`src/rtl/dotf_pkg.sv`:
```
// ----------------------------------------------------------------------------
// dotf_pkg - shared types and constants for the DHCP option tag finder
// Field widths, header walk phases, result status codes and parameter defaults.
// ----------------------------------------------------------------------------
package dotf_pkg;

	// fixed field widths
	localparam int POS_W  = 12;
	localparam int BYTE_W = 8;
	localparam int WORD_W = 32;
	localparam int CNT_W  = 3;

	// parameter defaults
	localparam int HEADER_BYTES_DEF = 236;
	localparam int COOKIE_BYTES_DEF = 4;
	localparam int MAX_BYTES_DEF    = 2048;

	// reset value of the search tag (DHCP message type)
	localparam logic [BYTE_W-1:0] SEARCH_TAG_RST = 8'd53;

	// value bytes captured at most
	localparam logic [CNT_W-1:0] CAPTURE_MAX = 3'd4;

	// header walk phase
	typedef enum logic [1:0] {
		PH_TYPE  = 2'd0,
		PH_LEN   = 2'd1,
		PH_VALUE = 2'd2
	} phase_t;

	// result status codes
	typedef enum logic [1:0] {
		ST_NOT_FOUND = 2'd0,
		ST_FOUND     = 2'd1,
		ST_TOO_LONG  = 2'd2
	} status_t;

endpackage

```
`src/rtl/dhcp_option_tag_finder_unit.sv`:
```
// ----------------------------------------------------------------------------
// dhcp_option_tag_finder_unit - DHCP option TLV search
// Walks the option headers of a DHCP message, one byte per beat, and reports
// the first option whose type equals search_tag, with up to four value bytes.
// ----------------------------------------------------------------------------
//  channel  | signals                                   | dir
//  ---------+-------------------------------------------+-----
//  in       | in_valid, in_ready, data_byte, last_byte  | in
//  out      | out_valid, out_ready, status,             | out
//           | tag_position, tag_length, value_word      |
//  cfg      | cfg_we, cfg_wdata (search_tag)            | in
//
// One byte per cycle while no last byte is held: an accepted beat sits in the
// _s1 register, the header walk updates state from it, and the last byte
// loads the result register, which drives out_valid.
// Reset clears control state and restores search_tag to 53.
// A last byte holds in _s1 only while an earlier result waits untaken;
// other bytes never stall.
// ----------------------------------------------------------------------------
module dhcp_option_tag_finder_unit
	import dotf_pkg::*;
#(
	parameter int HEADER_BYTES = HEADER_BYTES_DEF,
	parameter int COOKIE_BYTES = COOKIE_BYTES_DEF,
	parameter int MAX_BYTES    = MAX_BYTES_DEF
) (
	input  logic              clk,
	input  logic              arst_n,
	// configuration
	input  logic              cfg_we,
	input  logic [BYTE_W-1:0] cfg_wdata,
	// input beats
	input  logic              in_valid,
	output logic              in_ready,
	input  logic [BYTE_W-1:0] data_byte,
	input  logic              last_byte,
	// result beats
	output logic              out_valid,
	input  logic              out_ready,
	output logic [1:0]        status,
	output logic [POS_W-1:0]  tag_position,
	output logic [BYTE_W-1:0] tag_length,
	output logic [WORD_W-1:0] value_word
);

	localparam int OPT_START_I = (HEADER_BYTES + COOKIE_BYTES > MAX_BYTES) ?
		MAX_BYTES : HEADER_BYTES + COOKIE_BYTES;
	localparam logic [POS_W-1:0] MAX_POS   = POS_W'(MAX_BYTES);
	localparam logic [POS_W-1:0] OPT_START = POS_W'(OPT_START_I);

	// configuration register
	logic [BYTE_W-1:0] search_tag_q;

	always_ff @(posedge clk or negedge arst_n) begin
		if (!arst_n) begin
			search_tag_q <= SEARCH_TAG_RST;
		end else if (cfg_we) begin
			search_tag_q <= cfg_wdata;
		end
	end

	// input register
	logic              valid_s1;
	logic [BYTE_W-1:0] data_s1;
	logic              last_s1;
	logic              adv_s1;
	logic              res_load;

	assign res_load = !out_valid || out_ready;
	assign adv_s1   = valid_s1 && (!last_s1 || res_load);
	assign in_ready = !valid_s1 || adv_s1;

	always_ff @(posedge clk or negedge arst_n) begin
		if (!arst_n) begin
			valid_s1 <= 1'b0;
		end else if (in_ready) begin
			valid_s1 <= in_valid;
		end
	end

	always_ff @(posedge clk) begin
		if (in_ready && in_valid) begin
			data_s1 <= data_byte;
			last_s1 <= last_byte;
		end
	end

	// walk state
	logic [POS_W-1:0]  byte_pos_q;
	logic [POS_W-1:0]  next_hdr_q;
	phase_t            phase_q;
	logic              match_seen_q;
	logic [POS_W-1:0]  match_pos_q;
	logic [BYTE_W-1:0] match_len_q;
	logic [WORD_W-1:0] cap_val_q;
	logic [CNT_W-1:0]  cap_cnt_q;

	logic              processed;
	logic              at_header;
	logic              tag_hit;

	assign processed = byte_pos_q < MAX_POS;
	assign at_header = byte_pos_q == next_hdr_q;
	assign tag_hit   = data_s1 == search_tag_q;

	// phase next state
	phase_t phase_d;

	always_comb begin
		phase_d = phase_q;
		if (processed) begin
			case (phase_q)
				PH_TYPE: begin
					if (at_header) phase_d = PH_LEN;
				end
				PH_LEN: begin
					phase_d = match_seen_q ? PH_VALUE : PH_TYPE;
				end
				PH_VALUE: begin
					phase_d = PH_VALUE;
				end
				default: begin
					phase_d = PH_TYPE;
				end
			endcase
		end
	end

	// datapath next values
	logic [POS_W-1:0]  byte_pos_d;
	logic [POS_W-1:0]  next_hdr_d;
	logic              match_seen_d;
	logic [POS_W-1:0]  match_pos_d;
	logic [BYTE_W-1:0] match_len_d;
	logic [WORD_W-1:0] cap_val_d;
	logic [CNT_W-1:0]  cap_cnt_d;
	logic [POS_W:0]    hop_sum;
	logic [CNT_W-1:0]  want;

	always_comb begin
		byte_pos_d   = byte_pos_q;
		next_hdr_d   = next_hdr_q;
		match_seen_d = match_seen_q;
		match_pos_d  = match_pos_q;
		match_len_d  = match_len_q;
		cap_val_d    = cap_val_q;
		cap_cnt_d    = cap_cnt_q;
		hop_sum      = {1'b0, byte_pos_q} + {{(POS_W+1-BYTE_W){1'b0}}, data_s1} +
			(POS_W+1)'(1);
		want         = (match_len_q < BYTE_W'(CAPTURE_MAX)) ?
			match_len_q[CNT_W-1:0] : CAPTURE_MAX;
		if (processed) begin
			case (phase_q)
				PH_TYPE: begin
					if (at_header && tag_hit) begin
						match_seen_d = 1'b1;
						match_pos_d  = byte_pos_q;
					end
				end
				PH_LEN: begin
					if (match_seen_q) begin
						match_len_d = data_s1;
					end else begin
						next_hdr_d = (hop_sum > {1'b0, MAX_POS}) ?
							MAX_POS : hop_sum[POS_W-1:0];
					end
				end
				PH_VALUE: begin
					if (cap_cnt_q < want) begin
						case (cap_cnt_q[1:0])
							2'd0:    cap_val_d = cap_val_q | {data_s1, 24'd0};
							2'd1:    cap_val_d = cap_val_q | {8'd0, data_s1, 16'd0};
							2'd2:    cap_val_d = cap_val_q | {16'd0, data_s1, 8'd0};
							default: cap_val_d = cap_val_q | {24'd0, data_s1};
						endcase
						cap_cnt_d = cap_cnt_q + 1'b1;
					end
				end
				default: begin
				end
			endcase
			byte_pos_d = byte_pos_q + 1'b1;
		end
	end

	// result decision from the updated state
	logic [POS_W:0]   near_end;
	logic [POS_W+1:0] val_end;
	logic [POS_W:0]   msg_len;
	logic             res_hit;
	status_t          res_status;

	always_comb begin
		msg_len    = {1'b0, byte_pos_d};
		near_end   = {1'b0, match_pos_d} + (POS_W+1)'(2);
		val_end    = {1'b0, near_end} + {{(POS_W+2-BYTE_W){1'b0}}, match_len_d};
		res_hit    = processed && match_seen_d && (near_end < msg_len);
		res_status = ST_NOT_FOUND;
		if (res_hit) begin
			res_status = (val_end <= {1'b0, msg_len}) ? ST_FOUND : ST_TOO_LONG;
		end
	end

	// state registers; the last byte returns the walk to its start
	always_ff @(posedge clk or negedge arst_n) begin
		if (!arst_n) begin
			byte_pos_q   <= '0;
			next_hdr_q   <= OPT_START;
			phase_q      <= PH_TYPE;
			match_seen_q <= 1'b0;
			match_pos_q  <= '0;
			match_len_q  <= '0;
			cap_val_q    <= '0;
			cap_cnt_q    <= '0;
		end else if (adv_s1) begin
			if (last_s1) begin
				byte_pos_q   <= '0;
				next_hdr_q   <= OPT_START;
				phase_q      <= PH_TYPE;
				match_seen_q <= 1'b0;
				match_pos_q  <= '0;
				match_len_q  <= '0;
				cap_val_q    <= '0;
				cap_cnt_q    <= '0;
			end else begin
				byte_pos_q   <= byte_pos_d;
				next_hdr_q   <= next_hdr_d;
				phase_q      <= phase_d;
				match_seen_q <= match_seen_d;
				match_pos_q  <= match_pos_d;
				match_len_q  <= match_len_d;
				cap_val_q    <= cap_val_d;
				cap_cnt_q    <= cap_cnt_d;
			end
		end
	end

	// result register
	logic              out_valid_q;
	status_t           status_q;
	logic [POS_W-1:0]  tag_pos_q;
	logic [BYTE_W-1:0] tag_len_q;
	logic [WORD_W-1:0] value_q;
	logic              res_take;

	assign res_take = adv_s1 && last_s1;

	always_ff @(posedge clk or negedge arst_n) begin
		if (!arst_n) begin
			out_valid_q <= 1'b0;
		end else if (res_load) begin
			out_valid_q <= res_take;
		end
	end

	always_ff @(posedge clk) begin
		if (res_take) begin
			status_q  <= res_status;
			tag_pos_q <= res_hit ? match_pos_d : '0;
			tag_len_q <= res_hit ? match_len_d : '0;
			value_q   <= res_hit ? cap_val_d : '0;
		end
	end

	assign out_valid    = out_valid_q;
	assign status       = status_q;
	assign tag_position = tag_pos_q;
	assign tag_length   = tag_len_q;
	assign value_word   = value_q;

`ifndef ASSERT_OFF
	// a not-found result carries all-zero fields
	a_miss_zero: assert property (@(posedge clk) disable iff (!arst_n)
		(out_valid && status == ST_NOT_FOUND) |->
		(tag_position == '0 && tag_length == '0 && value_word == '0))
		else $error("not-found result with nonzero fields");

	// the position count saturates at the stream limit
	a_pos_sat: assert property (@(posedge clk) disable iff (!arst_n)
		byte_pos_q <= MAX_POS)
		else $error("byte position past limit");

	// value capture only follows a match
	a_value_match: assert property (@(posedge clk) disable iff (!arst_n)
		(phase_q == PH_VALUE) |-> match_seen_q)
		else $error("value phase without match");

	// never more than four value bytes captured
	a_cap_cnt: assert property (@(posedge clk) disable iff (!arst_n)
		cap_cnt_q <= CAPTURE_MAX)
		else $error("capture count overflow");
`endif

endmodule
```
`config.mk`:
```
export PLATFORM = sky130hd
export DESIGN_NAME = dhcp_option_tag_finder_unit
export DESIGN_NICKNAME = d
export VERILOG_FILES = /design/src/rtl/dotf_pkg.sv /design/src/rtl/dhcp_option_tag_finder_unit.sv
export SDC_FILE = /design/constraint.sdc
export NUM_CORES = 1
export LEC_CHECK = 0
export BUFFER_PORTS_ARGS = -buffer_cell sky130_fd_sc_hd__buf_2
export CAP_MARGIN = 20
export CELL_PAD_IN_SITES_DETAIL_PLACEMENT = 0
export CELL_PAD_IN_SITES_GLOBAL_PLACEMENT = 1
export CORE_AREA = 8 8 147 149
export DETAILED_ROUTE_END_ITERATION = 8
export DIE_AREA = 0 0 155 157
export PLACE_DENSITY_LB_ADDON = 0.1
export SETUP_SLACK_MARGIN = 0.3
export SLEW_MARGIN = 20
export SYNTH_ARGS = -nofsm -noshare
export SYNTH_HDL_FRONTEND = slang
export SYNTH_SLANG_ARGS = --single-unit
```
`constraint.sdc`:
```
create_clock -name clk -period 9.83 [get_ports clk]
set_clock_uncertainty 0.15 [all_clocks]
set_input_delay 0.4915 -clock clk [delete_from_list [all_inputs] [get_ports clk]]
set_output_delay 0.4915 -clock clk [all_outputs]
set_load 0.05 [all_outputs]
```
==> out/metrics.csv <==
metric;value;unit
Avg Cell Area, Syn;10.1;um^2
Sink Count;155;
RSZ-0062 raised after global routing;false;
CTS H-tree lvls;4;
crit path time final;6230;ps
CTS tree;yes;
Die H;157;um
CP arrival;6230;ps
RR Startpoint;byte_pos_q[11];
part of the power in the clock network;43.4;%
Slew @ Worst Pin;1030;ps
Unique masters post-synth;65;
Post-Syn Area;0.00884;mm^2
final worst slack;3600;ps
DRT Pass-1 Iters;5;
largest net degree at the start of global routing;71;
Comb power frac;10.8;%
Yosys warning total;0;
final core utilization;52.2;%
top post-synthesis cells by area;dfrtp_1 24%, edfxtp_1 21%, ha_1 6.5%;
FF+latch count, synth;155;
die width;155;um
GRT Util Overall;19.7;%
number of flops mapped to enable cells by yosys;63;
Critical Path RT;9830;ps
clock-pin slew on the worst setup and hold paths;70;ps
clk_lat worst skew;420;ps
async set or reset register ratio after synthesis;59.4;%
vias in the first global route;6669;
# rows;51;
Max FO, Critical Path;26;
initial antenna violation count;0;
Fin. Hold Viols;0;
hold crit path type;input port to flop;
Antenna Cells;0;
Vias;6845;
Cells after Synth;872;
DR DRC count;0;
R2R depth;21;
Rel. slew slack;31.4;%
Worst Setup Start Kind;flop;
total core area;0.0192;mm^2
grt ovf;0;
Final Cycle Share;63.4;%
total power draw;1.56;mW
crit path capture type;flop;
area delta synth->final;13.4;%
Mapped Nets;942;
gpl congestion;0.880;
Final setup viols;0;
final cell count without fillers;1198;
Final #Nets;990;
critical path type;flop to flop;
die area;0.0243;mm^2
Leak Pwr;4.18;nW
clk root buf;clkbuf_16;
Reg power frac;45.8;%
CP Launch Point;byte_pos_q[11];
sw power;429;uW
critical path capture point;status[1];
Final Max Slew Viols;0;
sequential area share after synthesis;47.6;%
Post-Place Setup Slack;3670;ps
CTS buffer count;17;
Main synth FF type;dfrtp_1;
Routed Antenna Nets;0;
PwrDens;156;mW/mm^2
internal power;1.13;mW
reg2reg end;status[1];
setup TNS;0;ps
Max Freq;160;MHz
dominant cell type by area after synthesis;dfrtp_1;
starting DRC count in detailed routing;466;
Avg WL per Cell;19.6;um
area post-placement;0.00938;mm^2
final instance area;0.0100;mm^2
Max Cap Viol;0;
Longest Clk Path Bufs;2;
share of cells above drive strength 1;17.7;%
DR vias/cell;5.71;
first-pass GRT wire length;37400;um
Routed WL;23500;um
DP Wirelength;16700;um
WHS;94.9;ps
sw frac;27.4;%
PortBufs;77;
Worst IR Drop VDD;0.000121;V
post-synth top area share;23.8;%
status;finished, final reports clean;
Initial Util;46.0;%
# placed instances;1164;
r2r setup slk;3600;ps
I/O pin cnt;78;
[cells in the final DEF (no fill, tap or decap), types with 12 or more instances in the layout]
master / Yosys / final
nor2b_1: 15 / 15
a22oi_1: 12 / 12
o21ai_0: 57 / 57
xor2_1: 38 / 38
inv_1: 29 / 28
a22o_1: 26 / 26
buf_4: 4 / 13
nand3_1: 16 / 16
nor3_2: 19 / 19
clkbuf_16: 0 / 17
ha_1: 46 / 46
nor2_1: 64 / 64
buf_2: 6 / 76
a21oi_1: 50 / 50
nand2_1: 84 / 84
edfxtp_1: 63 / 63
mux2i_1: 15 / 15
xnor2_1: 23 / 23
dfrtp_1: 84 / 84
a31oi_1: 20 / 20
[area by class of cell]
type                            instances  area, um^2
Inverter                               29         109
Multi-Input combinational cell        626        4260
Clock buffer                           18         429
Tap cell                              265         332
Sequential cell                       155        4200
Fill cell                            1778        9180
Timing Repair Buffer                   91         515
Clock inverter                         14         175
[sequential cells by signal, indices dropped and copies added, names as in the netlist]
| register | flops |
|---|---|
| data_s1 | 8 |
| tag_position | 12 |
| valid_s1 | 1 |
| match_seen_q | 1 |
| next_hdr_q | 12 |
| status | 2 |
| last_s1 | 1 |
| cap_cnt_q | 3 |
| phase_q | 2 |
| tag_length | 8 |
| match_pos_q | 12 |
| cap_val_q | 32 |
| value_word | 32 |
| out_valid | 1 |
| byte_pos_q | 12 |
| match_len_q | 8 |
| search_tag_q | 8 |
[cell usage after synthesis (all sizes together), types with 3 or more instances]
library cell / instances
dfrtp: 84
nand2: 84
nor2: 65
edfxtp: 63
o21ai: 59
a21oi: 50
ha: 46
clkbuf: 42
xor2: 38
nor3: 30
inv: 29
a22o: 26
xnor2: 23
a31oi: 20
buf: 20
nand3: 16
mux2i: 15
nor2b: 15
a22oi: 12
and3: 10
mux2: 9
o21a: 9
a32o: 8
and2: 8
dfstp: 8
o31ai: 7
a211oi: 6
nand2b: 6
nand4: 6
nor4: 6
or4: 6
a21o: 5
a21boi: 3
and3b: 3
o211ai: 3
[power groups by stage]
stage / registers [mW] / logic, mW / clock network, mW
2_1_floorplan: 0.742 / 0.0951 / 0
3_3_place_gp: 0.728 / 0.164 / 0
3_5_place_dp: 0.728 / 0.166 / 0
4_1_cts: 0.715 / 0.167 / 0.691
5_1_grt: 0.718 / 0.185 / 0.720
6_report: 0.715 / 0.169 / 0.679
[per-layer routing]
metal | GRT usage, % | share of wire [%]
met5 | 0 | 0
met4 | 7.19 | 2.3
met3 | 3.76 | 5.1
met2 | 32.9 | 49
met1 | 25.0 | 44
[worst max-delay path, cell delays in order, from the launching register on]
cell	delay, ps
dfrtp_1	570
or4_1	580
nor4_1	270
nand3_1	220
or2_1	660
o21ai_0	400
ha_1	270
inv_1	70
fa_1	390
nor2b_1	160
o31a_1	170
o21a_1	150
a31oi_1	170
nor3b_1	280
xor2_1	170
mux2i_1	90
ha_1	330
nand3_1	100
o32a_1	360
o41ai_1	60
o211ai_1	170
nor2b_1	170
[repair_timing]
item | CTS | global route
setup endpoints to repair | 0 | 0
buffers inserted | 0 | 0
hold buffers | 1 | 0
gates resized for setup | 0 | 0
endpoints found under the hold margin | 18 | 0
[worst min path at each step]
stage / from / end / slack, ps / cells past startpoint
global placement: arst_n / next_hdr_q[2] / 270 / 1
floorplan: arst_n / byte_pos_q[0] / 50 / 0
CTS: data_byte[2] / data_s1[2] / 80 / 1
global route: data_byte[0] / data_s1[0] / 80 / 1
finish: data_byte[2] / data_s1[2] / 90 / 1
detailed placement: arst_n / next_hdr_q[3] / 270 / 1
[kinds of logic (layout without fill, tap and decap cells)]
logic type | after synthesis | after routing | share of synthesized area [%]
xor gates and xnor gates | 61 | 61 | 6.05
and+or+nand+nor | 266 | 266 | 15.5
DFF | 155 | 155 | 47.6
AOI/OAI and AO/OA | 227 | 227 | 16.8
muxes | 24 | 24 | 2.85
adders and majority gates | 48 | 48 | 6.97
buffers and inverters | 91 | 152 | 4.29
No activity file was read; power rests on OpenSTA's default activity.
